[src/hdl/assert_macros.svh]
// Assertion macros shared by the histogram RTL modules.
// No dependencies; every macro clocks on a rising edge and is disabled in reset.
`ifndef ASSERT_MACROS_SVH
`define ASSERT_MACROS_SVH

// Check that a condition holds at every clock edge out of reset.
`define ASSERT_ALWAYS(label, clk, rst_n, expr, msg) \
  label: assert property (@(posedge clk) disable iff (!rst_n) (expr)) \
    else $error(msg);

// Check that a trigger is followed in the next cycle by a condition.
`define ASSERT_NEXT(label, clk, rst_n, ante, cons, msg) \
  label: assert property (@(posedge clk) disable iff (!rst_n) (ante) |=> (cons)) \
    else $error(msg);

`endif

[src/hdl/mrch_pkg.sv]
// Shared types, constants and helpers for the masked region color histogram.
// No dependencies; used by mrch_ctrl, mrch_dp and the top level.
`default_nettype none

package mrch_pkg;

  localparam int NUM_BINS       = 512;
  localparam int BIN_W          = $clog2(NUM_BINS);
  localparam int CH_W           = 8;
  localparam int CH_KEEP        = 3;     // bits of each channel kept after >> 5
  localparam int REQ_W          = 2;
  localparam int IN_FIELDS_W    = 4 * CH_W + BIN_W;
  localparam int IN_TDATA_W     = ((IN_FIELDS_W + 7) / 8) * 8;
  localparam int BIN_COUNT_W    = 16;
  localparam int OUT_TDATA_W    = BIN_COUNT_W;
  localparam int COUNT_BITS_DEF = 16;
  localparam int MAX_DIM_DEF    = 4096;

  localparam int CFG_ADDR_W     = 3;
  localparam int IMG_W_W        = 13;
  localparam int REG_W          = 12;
  localparam int CFG_DATA_W     = IMG_W_W;

  localparam logic [IMG_W_W-1:0] IMG_W_RESET  = IMG_W_W'(640);
  localparam logic [REG_W-1:0]   REGION_RESET = REG_W'(4095);

  // Register indexes of the configuration port
  localparam logic [CFG_ADDR_W-1:0] CFG_IMAGE_WIDTH   = CFG_ADDR_W'(0);
  localparam logic [CFG_ADDR_W-1:0] CFG_REGION_X      = CFG_ADDR_W'(1);
  localparam logic [CFG_ADDR_W-1:0] CFG_REGION_Y      = CFG_ADDR_W'(2);
  localparam logic [CFG_ADDR_W-1:0] CFG_REGION_WIDTH  = CFG_ADDR_W'(3);
  localparam logic [CFG_ADDR_W-1:0] CFG_REGION_HEIGHT = CFG_ADDR_W'(4);

  typedef enum logic [REQ_W-1:0] {
    REQ_START = 2'd0,
    REQ_PIXEL = 2'd1,
    REQ_READ  = 2'd2,
    REQ_NOP   = 2'd3
  } req_t;

  typedef enum logic [1:0] {
    RES_ZERO,
    RES_PIXEL,
    RES_READ
  } res_sel_t;

  // Controller to datapath
  typedef struct packed {
    logic     load_item;   // latch item fields and issue the bin read
    logic     pos_clr;     // zero the raster position
    logic     clr_step;    // write zero at the sweep address and advance
    logic     pix_commit;  // write back a hit and advance the raster position
    logic     out_load;    // load the result register
    res_sel_t out_sel;
  } cmd_t;

  // Datapath to controller
  typedef struct packed {
    logic sweep_last;
  } status_t;

  // Bin = 64*(red>>5) + 8*(green>>5) + (blue>>5)
  function automatic logic [BIN_W-1:0] bin_of(input logic [CH_W-1:0] red,
                                              input logic [CH_W-1:0] green,
                                              input logic [CH_W-1:0] blue);
    bin_of = {red[CH_W-1 -: CH_KEEP], green[CH_W-1 -: CH_KEEP], blue[CH_W-1 -: CH_KEEP]};
  endfunction

endpackage

`default_nettype wire

[src/hdl/mrch_ctrl.sv]
// Controller state machine for the histogram: clear sweep, item sequencing, result slot.
// Depends on mrch_pkg and assert_macros.svh.
`default_nettype none
`include "assert_macros.svh"

module mrch_ctrl (
  input  wire                     clk,
  input  wire                     rst_n,
  input  wire                     in_tvalid,
  output logic                    in_tready,
  input  mrch_pkg::req_t          in_req,
  output logic                    out_tvalid,
  input  wire                     out_tready,
  output mrch_pkg::cmd_t          cmd,
  input  mrch_pkg::status_t       status
);

  typedef enum logic [1:0] {
    ST_CLEAR,
    ST_IDLE,
    ST_EXEC,
    ST_REPLY
  } state_t;

  state_t         state_r;
  logic           reply_r;
  logic           out_valid_r;
  mrch_pkg::req_t req_r;

  logic accept;
  logic out_free;

  assign accept    = in_tvalid && in_tready;
  assign out_free  = !out_valid_r || out_tready;
  assign in_tready = (state_r == ST_IDLE);
  assign out_tvalid = out_valid_r;

  always_comb begin
    cmd            = '0;
    cmd.load_item  = accept && (in_req != mrch_pkg::REQ_START);
    cmd.pos_clr    = accept && (in_req == mrch_pkg::REQ_START);
    cmd.clr_step   = (state_r == ST_CLEAR);
    cmd.out_load   = ((state_r == ST_EXEC) || (state_r == ST_REPLY)) && out_free;
    cmd.pix_commit = (state_r == ST_EXEC) && out_free && (req_r == mrch_pkg::REQ_PIXEL);
    cmd.out_sel    = mrch_pkg::RES_ZERO;
    if (state_r == ST_EXEC) begin
      case (req_r)
        mrch_pkg::REQ_PIXEL: cmd.out_sel = mrch_pkg::RES_PIXEL;
        mrch_pkg::REQ_READ:  cmd.out_sel = mrch_pkg::RES_READ;
        default:             cmd.out_sel = mrch_pkg::RES_ZERO;
      endcase
    end
  end

  always_ff @(posedge clk) begin
    if (!rst_n) begin
      state_r     <= ST_CLEAR;
      reply_r     <= 1'b0;
      out_valid_r <= 1'b0;
      req_r       <= mrch_pkg::REQ_NOP;
    end else begin
      if (cmd.out_load) begin
        out_valid_r <= 1'b1;
      end else if (out_tready) begin
        out_valid_r <= 1'b0;
      end
      case (state_r)
        ST_CLEAR: begin
          if (status.sweep_last) begin
            state_r <= reply_r ? ST_REPLY : ST_IDLE;
          end
        end
        ST_IDLE: begin
          if (in_tvalid) begin
            req_r <= in_req;
            if (in_req == mrch_pkg::REQ_START) begin
              state_r <= ST_CLEAR;
              reply_r <= 1'b1;
            end else begin
              state_r <= ST_EXEC;
            end
          end
        end
        ST_EXEC, ST_REPLY: begin
          if (out_free) begin
            state_r <= ST_IDLE;
            reply_r <= 1'b0;
          end
        end
        default: state_r <= ST_IDLE;
      endcase
    end
  end

  `ASSERT_NEXT(a_start_sweeps, clk, rst_n, accept && (in_req == mrch_pkg::REQ_START), state_r == ST_CLEAR, "start transaction did not enter the clear sweep")
  `ASSERT_ALWAYS(a_no_overwrite, clk, rst_n, !cmd.out_load || !out_valid_r || out_tready, "result register overwritten while still pending")
  `ASSERT_NEXT(a_sweep_blocks_input, clk, rst_n, state_r == ST_CLEAR && !status.sweep_last, !in_tready, "input accepted during clear sweep")

endmodule

`default_nettype wire

[config.mk]
export PLATFORM = sky130hd
export DESIGN_NAME = mrch_ctrl
export DESIGN_NICKNAME = d
export VERILOG_FILES = /design/src/hdl/mrch_pkg.sv /design/src/hdl/mrch_ctrl.sv
export VERILOG_INCLUDE_DIRS = /design/src /design/src/hdl
export SDC_FILE = /design/constraint.sdc
export NUM_CORES = 1
export LEC_CHECK = 0
export BUFFER_PORTS_ARGS = -buffer_cell sky130_fd_sc_hd__buf_2
export CORE_AREA = 2 2 39 41
export CTS_CLUSTER_DIAMETER = 50
export DETAILED_ROUTE_END_ITERATION = 8
export DIE_AREA = 0 0 41 43
export SETUP_SLACK_MARGIN = 0.4
export SYNTH_ARGS = -nofsm -noshare
export SYNTH_HDL_FRONTEND = slang
export SYNTH_SLANG_ARGS = --single-unit
[constraint.sdc]
create_clock -name clk -period 0.94 [get_ports clk]
set_input_delay 0.047 -clock clk [delete_from_list [all_inputs] [get_ports clk]]
set_output_delay 0.047 -clock clk [all_outputs]
set_load 0.02 [all_outputs]
==> reports/summary.md <==
* complete, but fails checks — outcome
* setup timing — violated checks
* input pin to flip-flop — class of the worst hold path
* 0.89 ns — Req. time, crit path
* 15.2% — Overall Global Routing Usage
* 0.05 ns — clock slew at reported path FFs
* 85 — final cell count without fillers
* 70 — cell count after placement
* 0.315 ns — Worst-Margin Slew
* 1380 um2 — core region area
* 3 — total clock buffers created by CTS
* 125 — fillcell total
* output pin — critical path endpoint category
* 78.3% — share of layout cells above drive strength 1
* 54.2% — fin util
* 4 — detailed-routing iteration count for the pre-antenna-repair pass
* yes — setup repair after global routing missed its margin
* 0 — number of max-slew violations in the final report
* 0 — remaining antenna violation count
* 12.7 um — routed wirelength normalized by instance count
* 133% — fraction of the cycle the final worst path needs
* 1.25 ns — Final Critical Period
* 6 — flop and latch count out of synthesis
* 0.707 — global placement routability congestion
* 13 — Finish-stage setup viols
* 6 — number of sinks driven by the clock tree
* 37.9% — portion of the post-synthesis area used by sequential elements
* yes — clock tree from TritonCTS
* nand2b_4 -> nor3b_4 -> and2_4 -> buf_6 — cell-by-cell listing of the critical path
* 2 — maximum clock insertion buffer count
* 77 — net total in the final layout
* sky130_fd_sc_hd__dfxtp_4 — CP max-delay cell
* 31.1% — proportion of total power due to net switching
* 78.9% — worst max-slew margin expressed relative to the limit
* sky130_fd_sc_hd__dfxtp_1 38%, sky130_fd_sc_hd__mux2i_1 6.3%, sky130_fd_sc_hd__nor2_1 5.9%, sky130_fd_sc_hd__nor2b_1 5.9%, sky130_fd_sc_hd__nor3_4 5.1% — cell types with the largest area share after synthesis
* 43 um — Die Span Y
* 0 — CTS Hold Bufs
* -0.309 ns — Setup WS post-layout
* 31.9% — part of the power in registers
* 0 — number of maximum-capacitance constraint violations
* 1 — depth of the CTS H-tree
* 1 — CP Buf/Inv Count
* 749 um2 — final design instance area without fill
* 494 um2 — area post-placement
* 283 uW — NetSw
* 0.0126 ns — worst slack on hold paths
* 317 um2 — cell area after synthesis
* 627 uW — internal power consumption
* 22.9% — effective utilization at floorplan
* 30.2% — clock share of power
* 1760 um2 — die footprint
* 37.9% — area share of the largest cell type after synthesis
* 34 — number of cells produced by synthesis
* 1080 um — WL final
* 9.31 um2 — average footprint of a synthesized cell
* 1210 nW/um2 — power per unit of standard cell area
* flip-flop — Setup crit start kind
* 41 — net count after synthesis
* 41 um — Die Width
* sky130_fd_sc_hd__clkbuf_4 — buffer type at the clock tree root
* 369 — via count
* 801 MHz — Fmax
* sky130_fd_sc_hd__dfxtp_1 — largest area contributor in the netlist
* 622 um — Detailed Place HPWL
* 37.8% — share of power burned in combinational logic
* 0.830 mV — Worst VDD drop
* 0 — number of diodes added for antenna fixing
* 137% — Area growth syn-to-layout
* 0.343 nW — Leakage
* 15 — PortBufs
* 0 — Final Hold Vio Count
* 4 — largest fanout of any net on the critical path
* 0.00498 ns — Clock Skews
* 0 — DRC violations left
* 4.34 — post-DR vias/cell
* 0 — initial antenna violation count
* flip-flop to output pin — critical path start-end classification
* 0 — yosys warns
* 0.26 ns — insertion delay to the later sink of the worst-skew pair
* 338 — vias in the first global route
* 0.35 ns — peak per-stage delay on the critical path
* 14 — number of placement rows
* 1540 um — first-pass GRT wire length
* 18 — Distinct cells, synth
* simple AND/OR/NAND/NOR gates — largest delay contributor family on the critical path
* 3 — First DRT Iteration DRCs
* 6 — largest net degree at the start of global routing
* 0 — grt ovf
* 1.20 ns — signal arrival time at the worst endpoint
* 16 — I/O pins
[synthesized netlist by cell type]
master                      number
sky130_fd_sc_hd__a2111oi_2       1
sky130_fd_sc_hd__a21oi_1         2
sky130_fd_sc_hd__a221oi_1        1
sky130_fd_sc_hd__and2_1          1
sky130_fd_sc_hd__dfxtp_1         6
sky130_fd_sc_hd__inv_1           2
sky130_fd_sc_hd__inv_2           1
sky130_fd_sc_hd__mux2i_1         2
sky130_fd_sc_hd__nand2_1         2
sky130_fd_sc_hd__nand2b_1        1
sky130_fd_sc_hd__nand3b_2        1
sky130_fd_sc_hd__nor2_1          5
sky130_fd_sc_hd__nor2b_1         3
sky130_fd_sc_hd__nor3_4          1
sky130_fd_sc_hd__nor3b_1         1
sky130_fd_sc_hd__nor3b_2         1
sky130_fd_sc_hd__o21a_1          2
sky130_fd_sc_hd__o221a_1         1
[power by group through the flow]
stage	registers (mW)	clock network [mW]	logic, mW
floorplan	0.300	0	0.107
global placement	0.295	0	0.189
detailed placement	0.296	0	0.189
CTS	0.289	0.273	0.275
global route	0.293	0.309	0.364
finish	0.290	0.275	0.344
[final timing paths]
path                                start                       to  slack (ns)  cells after the start
setup / recovery  state_r[0]$_SDFFE_PN0P_                   cmd[3]       -0.31                      4
hold / removal                      rst_n    req_r[1]$_SDFFE_PN1P_        0.01                      2
setup reg to reg  state_r[0]$_SDFFE_PN0P_  state_r[1]$_SDFFE_PN0P_       -0.18                      4
hold reg to reg      reply_r$_SDFFE_PN0P_     reply_r$_SDFFE_PN0P_        0.56                      2
[per-layer routing]
layer	GRT usage, %	vias up	part of all wire (%)
met1	15.2	168	37
met4	14.0	0	3.7
met3	7.85	4	3.5
met5	0	-	0
met2	21.3	9	56
li1	-	188	-
[cell usage in the layout (no fill, tap or decap)]
cell                         n
sky130_fd_sc_hd__buf_6      18
sky130_fd_sc_hd__buf_2       7
sky130_fd_sc_hd__buf_4       6
sky130_fd_sc_hd__nor2_4      4
sky130_fd_sc_hd__clkbuf_4    3
sky130_fd_sc_hd__dfxtp_4     3
sky130_fd_sc_hd__dfxtp_1     3
sky130_fd_sc_hd__nor2b_4     2
sky130_fd_sc_hd__mux2i_1     2
sky130_fd_sc_hd__nand2_1     2
sky130_fd_sc_hd__o21a_1      2
sky130_fd_sc_hd__inv_4       1
sky130_fd_sc_hd__nand2b_4    1
sky130_fd_sc_hd__nor3b_4     1
sky130_fd_sc_hd__nor2_1      1
sky130_fd_sc_hd__nand3b_4    1
sky130_fd_sc_hd__nor3_4      1
sky130_fd_sc_hd__inv_2       1
sky130_fd_sc_hd__and2_4      1
sky130_fd_sc_hd__nor3b_2     1
sky130_fd_sc_hd__a21oi_2     1
sky130_fd_sc_hd__o221a_1     1
sky130_fd_sc_hd__nor2b_1     1
sky130_fd_sc_hd__a221oi_1    1
sky130_fd_sc_hd__inv_1       1
sky130_fd_sc_hd__a2111oi_2   1
sky130_fd_sc_hd__a21oi_4     1
sky130_fd_sc_hd__clkbuf_1    1
[flip-flops by register name, indices dropped and copies added (netlist names)]
register    count
req_r           2
state_r         2
out_tvalid      1
reply_r         1
[area by class of cell]
cell class / count / area (um2) / area share (%)
multi-input cells: 25 / 275 / 36.7
well taps: 16 / 20.0 / 2.67
clock buffers: 4 / 26.3 / 3.51
repair buffers: 31 / 283 / 37.7
inverters: 3 / 13.8 / 1.84
flip-flops and latches: 6 / 131 / 17.5
[metrics by stage]
stage	setup TNS (ns)	setup slack, ns	power, mW
after floorplan	-0.360	-0.147	0.407
after global routing	-2.94	-0.372	0.965
final	-2.34	-0.309	0.910
after detailed placement	-0.338	-0.0916	0.485
after CTS	-1.79	-0.304	0.838
after global placement	-0.316	-0.0806	0.484
[what timing repair did]
| action | 4_1_cts | 5_1_grt |
|---|---|---|
| hold endpoints to repair | 0 | 1 |
| setup endpoints to repair | 15 | 15 |
| setup buffers | 6 | 5 |
| pin swaps | 8 | 5 |
| gates resized for setup | 27 | 14 |
[kinds of logic after synthesis]
family,Yosys count,share of synthesized area [%]
AND/OR/NAND/NOR,16,33.2
multiplexers,2,6.32
buffers and inverters,3,3.56
flip-flops,6,37.9
AO/OA/AOI/OAI,7,19.0
Note: power is estimated with default switching activity, not from simulation.
